File: config.mk
export PLATFORM = sky130hd
export DESIGN_NAME = cpp_ctrl
export DESIGN_NICKNAME = d
export VERILOG_FILES = /design/src/design/cpp_pkg.sv /design/src/design/cpp_ctrl.sv
export SDC_FILE = /design/constraint.sdc
export NUM_CORES = 1
export LEC_CHECK = 0
export BUFFER_PORTS_ARGS = -buffer_cell sky130_fd_sc_hd__buf_2
export CAP_MARGIN = 15
export CORE_AREA = 3 3 40 42
export CTS_CLUSTER_DIAMETER = 100
export DETAILED_ROUTE_END_ITERATION = 12
export DIE_AREA = 0 0 43 45
export SETUP_SLACK_MARGIN = 0.15
export SLEW_MARGIN = 20
export SYNTH_ARGS = -nofsm -noshare
export SYNTH_HDL_FRONTEND = slang
export SYNTH_SLANG_ARGS = --single-unit
File: constraint.sdc
create_clock -name clk_i -period 1.4 [get_ports clk_i]
set_input_delay 0.28 -clock clk_i [delete_from_list [all_inputs] [get_ports clk_i]]
set_output_delay 0.28 -clock clk_i [all_outputs]
set_load 0.1 [all_outputs]
File: src/design/cpp_pkg.sv
// Shared constants and control types for the column projection profile block.
package cpp_pkg;

  localparam int MaxColsDef = 1024;
  localparam int MaxRowsDef = 4096;

  localparam int KindW  = 2;
  localparam int PixW   = 8;
  localparam int QcolW  = 10;
  localparam int QrowW  = 12;
  localparam int WidthW = 11;

  localparam logic [KindW-1:0] KIND_PIXEL = 2'd0;
  localparam logic [KindW-1:0] KIND_QUERY = 2'd1;
  localparam logic [KindW-1:0] KIND_CLEAR = 2'd2;

  localparam logic [WidthW-1:0] WIDTH_RST = 11'd1024;

  localparam logic [PixW-1:0] INK_LEVEL   = 8'd0;
  localparam logic [PixW-1:0] BLANK_LEVEL = 8'd255;

  // Commands from the controller to the datapath
  typedef struct packed {
    logic issue;        // item accepted: latch payload, start store read
    logic start_clear;  // zero peak and position
    logic clr_step;     // zero one store entry
    logic exec_pixel;   // write back incremented count for an ink pixel, advance position
    logic exec_query;   // load the result register
  } cmd_t;

  // Status from the datapath to the controller
  typedef struct packed {
    logic out_free;     // result register can take a new item
    logic clr_last;     // sweep is at the last entry
  } status_t;

endpackage

File: src/design/cpp_ctrl.sv
// Controller state machine: sequences accept, store access and clearing sweep.
module cpp_ctrl
  import cpp_pkg::*;
(
  input  logic             clk_i,
  input  logic             rst_ni,
  input  logic             in_valid_i,
  input  logic [KindW-1:0] in_kind_i,
  output logic             in_ready_o,
  input  status_t          status_i,
  output cmd_t             cmd_o
);

  localparam logic [1:0] ST_CLR  = 2'd0;
  localparam logic [1:0] ST_IDLE = 2'd1;
  localparam logic [1:0] ST_EXEC = 2'd2;

  logic [1:0] state_q, state_d;
  logic       is_query_q, is_query_d;

  always_comb begin
    state_d    = state_q;
    is_query_d = is_query_q;
    in_ready_o = 1'b0;
    cmd_o      = '0;
    case (state_q)
      ST_IDLE: begin
        in_ready_o = 1'b1;
        if (in_valid_i) begin
          cmd_o.issue = 1'b1;
          if (in_kind_i == KIND_PIXEL || in_kind_i == KIND_QUERY) begin
            is_query_d = (in_kind_i == KIND_QUERY);
            state_d    = ST_EXEC;
          end else if (in_kind_i == KIND_CLEAR) begin
            cmd_o.start_clear = 1'b1;
            state_d           = ST_CLR;
          end
        end
      end
      ST_EXEC: begin
        if (!is_query_q) begin
          cmd_o.exec_pixel = 1'b1;
          state_d          = ST_IDLE;
        end else if (status_i.out_free) begin
          cmd_o.exec_query = 1'b1;
          state_d          = ST_IDLE;
        end
      end
      ST_CLR: begin
        cmd_o.clr_step = 1'b1;
        if (status_i.clr_last) begin
          state_d = ST_IDLE;
        end
      end
      default: begin
        state_d = ST_IDLE;
      end
    endcase
  end

  always_ff @(posedge clk_i or negedge rst_ni) begin
    if (!rst_ni) begin
      state_q    <= ST_CLR;
      is_query_q <= 1'b0;
    end else begin
      state_q    <= state_d;
      is_query_q <= is_query_d;
    end
  end

endmodule

======== After elaboration in Yosys (flattened, before gate mapping) ========
Index checks and enable logic that the tools add are counted.
word-level totals
  input port bits ......................... 7
  bits in registers ....................... 3
  memories ................................ 0
  ROM bits ................................ 0
  bits in latches ......................... 0
  memory bits (writable) .................. 0
cells by class
  divide/modulo/power cells ............... 0
  $lt $le $gt $ge ......................... 0
  muxes and demuxes ....................... 17
  bitwise logic cells ..................... 0
  multiply operators ...................... 0
  shifts and indexed selects .............. 0
  add/subtract/negate cells ............... 0
  equal/unequal tests ..................... 8
  reduce and logical (&&, ||, !) cells .... 5
operators with widths
  cell                  number
  $mux W2               9
  $mux W1               7
  $ne A3 B3 Y1 const B  2
  $pmux W2 S3           1
  $eq A2 B1 Y1 const B  2
  $eq A2 B2 Y1 const B  2
  $logic_not A2 Y1      2
  $ne A2 B2 Y1 const B  2
  $reduce_and A4 Y1     1
  $reduce_and A3 Y1     1
  $logic_or A1 B1 Y1    1

======== Logic depth before layout (Yosys ltp) ========
Gate-level depths: netlist (run 1).
  depth after elaboration ................. 5
  gate-level depth with buffers ........... 2
  depth with buffers taken out ............ 2

======== Worst setup path after synthesis (run 1) ========
Ideal clock, no wire load.
  kind .................................... register -> output
  from .................................... register state_q[0]
  to ...................................... output port cmd_o[1] (netlist bit)
  data arrival time ....................... 2,649 ps
  stages on the path, launching flop included .. 2
  path slack .............................. -1,529 ps
  buffers on the path ..................... 0
  required time ........................... 1,120 ps
  path through ............................ dfrtp_1 nor3b_1
RTL lines
  element                 line            text
  start, declared         cpp_ctrl.sv:18  logic [1:0] state_q, state_d;
  start signal, assigned  cpp_ctrl.sv:66  state_q <= state_d;
  end, declared           cpp_ctrl.sv:11  output cmd_t cmd_o

==> summary.txt, run 1 <==
Outcome
  – Result of the run: finished with violations
  – Violations in the final reports: setup timing

Floorplan
  – Die width: 43 um
  – I/O pin count: 13
  – Row count: 13
  – Die Footprint: 1940 um^2
  – Vertical die dimension: 45 um
  – Standard cell core area: 1280 um^2
  – Initial cell density of the core: 15.3%

Global routing
  – Number of global-route vias before repair: 258
  – Global-route usage over all layers: 7.26%
  – First-pass GRT wire length: 986 um
  – Overflow left after global routing: 0
  – Largest net degree at the start of global routing: 6
  – Initial antenna violation count: 0

Synth
  – Fraction of synthesized cell area taken by the top area cell type: 38.2%
  – Mean instance size in the synthesized netlist: 12.3 um^2
  – Largest area contributor in the synthesized netlist: dfrtp_1
  – Net count after synthesis: 23
  – Number of distinct library cells after synthesis: 14
  – Post-synth design cell area: 196 um^2
  – Cell count after synthesis: 16
  – Synth warnings: 0
  – Dominant cells by area after synthesis: dfrtp_1 38%, and4bb_4 8.3%, mux2_4 7.6%
  – Synthesized flop and latch total: 3
  – Sequential element share of the synthesized area: 38.2%

Cells and area
  – Sequential cell area: 75.1 um^2
  – Antenna cells: 0
  – Layout cells sized above 1: 76.9%
  – Final #Nets: 47
  – Synthesis-to-layout area growth: 142%
  – Area taken by multi-input logic gates: 146 um^2
  – Final non-filler cell area: 475 um^2
  – Number of filler cells placed in the layout: 126

Placement
  – Routability Congestion: 0.675
  – Worst slack at placement: 0.0802 ns
  – Placed cell area: 408 um^2
  – Port Buf Inserts: 12

CTS
  – CTS clk-pin slew, worst paths: 0.04 ns
  – Clock sink count: 3
  – Inserted Clock Buffers: 3
  – CTS tree: built
  – Max Buffers Root-to-Sink: 2
  – Clock latency reported for the late side of the worst-skew pair: 0.23 ns
  – Root buffer cell: clkbuf_4
  – CTS H-tree depth: 1

Route
  – DRC violation count after routing: 0
  – Post-detailed-route wirelength per cell: 10.6 um
  – Routed vias: 224
  – Detail-routed via count per cell: 4.15
  – Number of nets with antenna violations after routing: 0
  – Iteration count of the initial detailed-routing pass: 2
  – Total detailed-routing wirelength: 575 um
  – Drt initial violations: 2

STA
  – Final setup margin: -0.162 ns
  – Final critical-path share of the clock period: 112%
  – Final hold violation count: 0
  – Max Transition Viols Final: 0
  – Max-slew headroom: 86.3%
  – Maximum clock rate: 0.640 GHz
  – Final setup violating endpoints: 7
  – Minimum clock period: 1.56 ns
  – Final setup skew: 0.000165 ns
  – Setup repair after global routing missed its margin: true
  – Actual transition at the worst max-transition pin: 0.204 ns

Setup path
  – Required time of the critical path: 1.12 ns
  – Arrival time at the worst endpoint: 1.28 ns
  – Internal reg-to-reg setup slack: -0.08 ns
  – CP Capture Type: primary output
  – Worst reg2reg path endpoint: is_query_q$_DFFE_PN0P_
  – Startpoint type of the worst setup path: flip-flop
  – Number of cells on the worst reg-to-reg path: 5
  – Path type of the worst setup path: reg2out
  – Startpoint of the lowest-slack register-to-register path: state_q[1]$_DFFE_PN0P_
  – Maximum net fanout on the critical path: 2

Pwr
  – Cell-internal power: 0.429 mW
  – Peak supply drop: 618 uV
  – NetSw: 0.347 mW
  – Switching share of power: 44.7%
  – Portion of total power attributed to sequential cells: 17.7%
  – Part of the total power dissipated in combinational logic: 62.9%
  – Ratio of total power to cell area: 1630 nW/um^2
  – Part of the total power dissipated in the clock network: 19.4%
  – Leak: 0.217 nW

Hold path
  – Hold Path End: is_query_q$_DFFE_PN0P_
  – Worst hold path depth: 2
  – Kind of path behind the tightest hold check: in2reg
  – Start point of the worst min-delay path: in_kind_i[0]

Flow run
  – Max-cap viol count: 0
-- worst max-delay path, stage by stage (launching register included) --
cell and delay, ns:
dfrtp_1 0.38, and3b_4 0.30, and3b_4 0.20, buf_12 0.17
-- final cells by class --
| class | instances | area share [%] |
|---|---|---|
| flip-flops and latches | 3 | 15.8 |
| multi-input cells | 13 | 30.8 |
| well taps | 15 | 3.95 |
| clock buffers | 4 | 5.53 |
| repair buffers | 19 | 43.9 |
-- kinds of logic after synthesis --
| family | synth area share (%) |
|---|---|
| simple gates | 47.8 |
| compound gates | 6.37 |
| mux | 7.64 |
| flops | 38.2 |
-- worst max-delay path by stage --
| stage | end | cells past startpoint | startpoint | slack, ns |
|---|---|---|---|---|
| floorplan | cmd_o[3] | 2 | state_q[1]$_DFFE_PN0P_ | -0.31 |
| global placement | cmd_o[3] | 3 | state_q[1]$_DFFE_PN0P_ | 0.1 |
| detailed placement | cmd_o[3] | 3 | state_q[1]$_DFFE_PN0P_ | 0.08 |
| CTS | cmd_o[3] | 3 | state_q[1]$_DFFE_PN0P_ | -0.17 |
| global route | cmd_o[3] | 3 | state_q[1]$_DFFE_PN0P_ | -0.21 |
| finish | cmd_o[3] | 3 | state_q[1]$_DFFE_PN0P_ | -0.16 |
-- stage by stage --
stage          hold WS, ns  setup TNS [ns]  instances  utilization [%]  total power, mW
2_1_floorplan      -0.0156          -0.643         16                -            0.420
3_3_place_gp        0.0776               0         46             31.7            0.589
3_5_place_dp        0.0763               0         46             31.7            0.591
4_1_cts              0.304          -0.740         54             37.0            0.786
5_1_grt              0.309           -1.03         54             37.0            0.816
6_report             0.315          -0.728         54             37.0            0.776
-- routing by layer --
layer  track usage, %  routed length (um)  vias up
met1             8.01                 258      105
li1                 -                   -      107
met4             7.23                   0        0
met3             2.39                  46        0
met2             10.8                 270       12
met5                0                   0        -
-- Yosys cell counts --
library cell  number
and4b_2            1
nor3_1             1
dfrtp_1            3
nand2_1            1
and2b_2            1
a211oi_2           1
nor2_1             1
and3b_2            1
mux2_4             1
and4bb_4           1
or2_1              1
nor3b_1            1
and3b_1            1
and4bb_1           1
-- cell usage in the layout, fill, tap and decap left out, drive strengths merged --
cell          n
and2b         1
dfrtp         3
buf          18
and4b         1
clkbuf        4
nand2         1
nor3          1
nor2          1
or2           1
and3b         2
mux2          1
dlygate4sd3   1
nor3b         1
and4bb        2
a211oi        1
-- state kept, by name, indices dropped and copies added (netlist names) --
register and count:
is_query_q 1, state_q 2
-- power by group through the flow --
stage	registers (mW)	clock network [mW]	logic, mW
2_1_floorplan	0.144	0	0.275
3_3_place_gp	0.140	0	0.449
3_5_place_dp	0.142	0	0.449
4_1_cts	0.137	0.160	0.489
5_1_grt	0.141	0.170	0.506
6_report	0.138	0.150	0.488
-- repair_timing --
item / in CTS / in global routing
hold buffers: 1 / 0
setup buffers: 3 / 0
pin swaps: 5 / 0
endpoints found under the setup margin: 7 / 9
resized for setup: 2 / 0
hold endpoints to repair: 3 / 0
Note: power is estimated with default switching activity, not from simulation.
==> inputs of run 2 (changes only) <==
--- a/config.mk
+++ b/config.mk
@@ -5,6 +5,7 @@
 export SDC_FILE = /design/constraint.sdc
 export NUM_CORES = 1
 export LEC_CHECK = 0
+export ABC_AREA = 1
 export BUFFER_PORTS_ARGS = -buffer_cell sky130_fd_sc_hd__buf_2
 export CAP_MARGIN = 15
 export CORE_AREA = 3 3 40 42
@@ -16,3 +17,4 @@
 export SYNTH_ARGS = -nofsm -noshare
 export SYNTH_HDL_FRONTEND = slang
 export SYNTH_SLANG_ARGS = --single-unit
+export TNS_END_PERCENT = 30
==> summary.txt, run 2 <==
Pwr
  – NetSw: 0.334 mW
  – Peak supply drop: 550 uV
  – Portion of total power attributed to sequential cells: 19.6%
  – Ratio of total power to cell area: 1560 nW/um^2
  – Part of the total power dissipated in the clock network: 21.6%
  – Leak: 0.227 nW
  – Total chip power: 0.687 mW
  – Switching share of power: 48.7%
  – Part of the total power dissipated in combinational logic: 58.7%
  – Cell-internal power: 0.353 mW

Floorplan
  – I/O pin count: 13
  – Standard cell core area: 1280 um^2
  – Row count: 13
  – Die Footprint: 1940 um^2
  – Vertical die dimension: 45 um
  – Die width: 43 um
  – Initial cell density of the core: 16.0%

Cells and area
  – Final #Nets: 58
  – Post-route non-filler standard cell count: 65
  – Most common cell after layout, fill and taps aside: nand2_1
  – Layout cells sized above 1: 50.0%
  – Max reg flops: 2
  – Largest regs: state_q: 2 flops, is_query_q: 1 flops
  – Largest Register: state_q
  – Most frequent cells in the layout: 9 x nand2_1, 6 x buf_2, 6 x buf_12, 5 x inv_1, 4 x nor2_1
  – Synthesis-to-layout area growth: 115%
  – Utilization after layout: 34.4%
  – Antenna cells: 0

CTS
  – Root buffer cell: clkbuf_4
  – Inserted Clock Buffers: 3
  – Clock sink count: 3
  – Post-CTS Repair Setup Buffers: 0
  – Max Buffers Root-to-Sink: 2
  – CTS clk-pin slew, worst paths: 0.04 ns
  – CTS tree: built
  – Clock latency reported for the late side of the worst-skew pair: 0.23 ns
  – CTS H-tree depth: 1

Placement
  – Routability Congestion: 0.626
  – DP Wirelength: 450 um
  – Port Buf Inserts: 12
  – Post-Place Cells: 60

Synth
  – Multiplexer area fraction after synthesis: 0%
  – Mean instance size in the synthesized netlist: 6.41 um^2
  – Fraction of synthesized cell area taken by the top area cell type: 36.6%
  – Proportion of register bits with asynchronous set or reset after synthesis: 100%
  – Simple-gate share of the synthesized area: 48.8%
  – Dominant cells by area after synthesis: dfrtp_1 37%, nand2_1 16%, inv_1 13%
  – Post-synth design cell area: 205 um^2
  – Most instantiated cells after synthesis: 9 x nand2_1, 7 x inv_1, 7 x nor2_1
  – Net count after synthesis: 39
  – Post-Synth XOR/XNOR Area: 0%
  – Number of distinct library cells after synthesis: 9
  – Number of enable flip-flop cells after synthesis: 0
  – Main combinational cell family by area after synthesis: simple AND/OR/NAND/NOR gates
  – Adder-cell share of the synthesized area: 0%
  – Compound-cell area share of the yosys netlist: 0%
  – Main flop type after synthesis: dfrtp_1
  – Synth warnings: 0
  – Largest area contributor in the synthesized netlist: dfrtp_1
  – Cell count after synthesis: 32
  – Sequential element share of the synthesized area: 36.6%
  – Synthesized flop and latch total: 3
  – Count leader, synth: nand2_1

STA
  – Final-layout setup total negative slack: -0.213 ns
  – Minimum clock period: 1.48 ns
  – Max-slew headroom: 81.9%
  – Final setup margin: -0.0831 ns
  – Final hold violation count: 0
  – Final setup violating endpoints: 5
  – Final setup skew: 0.00112 ns
  – Setup repair after global routing missed its margin: true
  – Maximum clock rate: 0.674 GHz
  – Max Transition Viols Final: 0
  – Actual transition at the worst max-transition pin: 0.271 ns
  – Final critical-path share of the clock period: 106%

Setup path
  – Internal reg-to-reg setup slack: 0.42 ns
  – Startpoint type of the worst setup path: flip-flop
  – Startpoint of the lowest-slack register-to-register path: state_q[1]$_DFFE_PN0P_
  – Arrival time at the worst endpoint: 1.20 ns
  – Number of cells on the worst reg-to-reg path: 4
  – Worst reg2reg path endpoint: state_q[0]$_DFFE_PN0P_
  – Required time of the critical path: 1.12 ns
  – Maximum net fanout on the critical path: 3
  – CP Capture Type: primary output
  – Path type of the worst setup path: reg2out

Hold path
  – Kind of path behind the tightest hold check: in2reg
  – Hold Path End: state_q[0]$_DFFE_PN0P_
  – Start point of the worst min-delay path: status_i[0]
  – Worst hold path depth: 5

Route
  – DRC violation count after routing: 0
  – Drt initial violations: 1
  – Routed vias: 233
  – Iteration count of the initial detailed-routing pass: 2
  – Post-detailed-route wirelength per cell: 7.69 um
  – Number of nets with antenna violations after routing: 0
  – Total detailed-routing wirelength: 500 um
  – Detail-routed via count per cell: 3.58

Outcome
  – Result of the run: finished with violations
  – Violations in the final reports: setup timing

Flow run
  – Max-cap viol count: 0

Global routing
  – Largest net degree at the start of global routing: 5
  – Global-route usage over all layers: 5.94%
  – Initial antenna violation count: 0
  – Overflow left after global routing: 0
  – First-pass GRT wire length: 855 um
  – Number of global-route vias before repair: 234
## run 2: changes by cell type after synthesis, sizes merged
cell and change:
a211oi -1, and2b -1, and3b -2, and4b -1, and4bb -2, inv +8
mux2 -1, nand2 +9, nand4 +2, nor2 +7, nor3b -1, or2 -1
## run 2: per-stage QoR
step | hold slack, ns | setup WS [ns] | cell area [um^2]
detailed placement | 0.0800 | 0.116 | 393
floorplan | -0.0156 | -0.737 | 216
global route | 0.372 | -0.166 | 442
global placement | 0.0796 | 0.145 | 393
CTS | 0.341 | -0.108 | 442
finish | 0.349 | -0.0831 | 442
## run 2: worst max-delay path by stage
stage               slack, ns  endpoint              startpoint
global placement         0.14  cmd_o[1]  state_q[1]$_DFFE_PN0P_
detailed placement       0.12  cmd_o[1]  state_q[1]$_DFFE_PN0P_
CTS                     -0.11  cmd_o[3]  state_q[1]$_DFFE_PN0P_
finish                  -0.08  cmd_o[3]  state_q[1]$_DFFE_PN0P_
global route            -0.17  cmd_o[3]  state_q[0]$_DFFE_PN0P_
floorplan               -0.74  cmd_o[3]  state_q[1]$_DFFE_PN0P_
## run 2: cells by family (layout without fill, tap and decap cells)
logic type / count (synthesis) / in the layout
DFF: 3 / 3
buffers and inverters: 8 / 26
and+or+nand+nor: 21 / 21
## run 2: power groups by stage
stage                     clock network, mW  registers, mW  logic [mW]
final                                 0.149          0.135       0.404
after global routing                  0.169          0.139       0.424
after CTS                             0.156          0.135       0.409
after detailed placement                  0          0.131       0.399
after global placement                    0          0.129       0.396
after floorplan                           0          0.127       0.253
## run 2: layout make-up
cell class | count | area, um^2
sequential | 3 | 75.1
tap | 15 | 18.8
inverter | 8 | 30.0
clock buffer | 4 | 26.3
timing repair buffer | 14 | 168
fill | 132 | 843
multi-input combinational | 21 | 124
## run 2: worst max-delay path, stage by stage, from the launching register on
cell and delay [ns]:
dfrtp_1 0.42, nor2_4 0.13, nand2_2 0.07, nor3_4 0.15, buf_12 0.20
## run 2: repair_timing
action	in CTS	in global routing
hold endpoints to repair	3	0
resized for setup	5	0
hold buffers	1	0
endpoints found under the setup margin	6	6
pin swaps	1	0
## run 2: metal layers
| layer | GRT usage, % | part of all wire (%) | up-vias | wire, um |
|---|---|---|---|---|
| li1 | - | - | 128 | - |
| met1 | 6.10 | 39 | 99 | 195 |
| met2 | 10.2 | 54 | 6 | 271 |
| met3 | 3.59 | 6.6 | 0 | 33 |
| met4 | 1.81 | 0 | 0 | 0 |
| met5 | 0 | 0 | - | 0 |
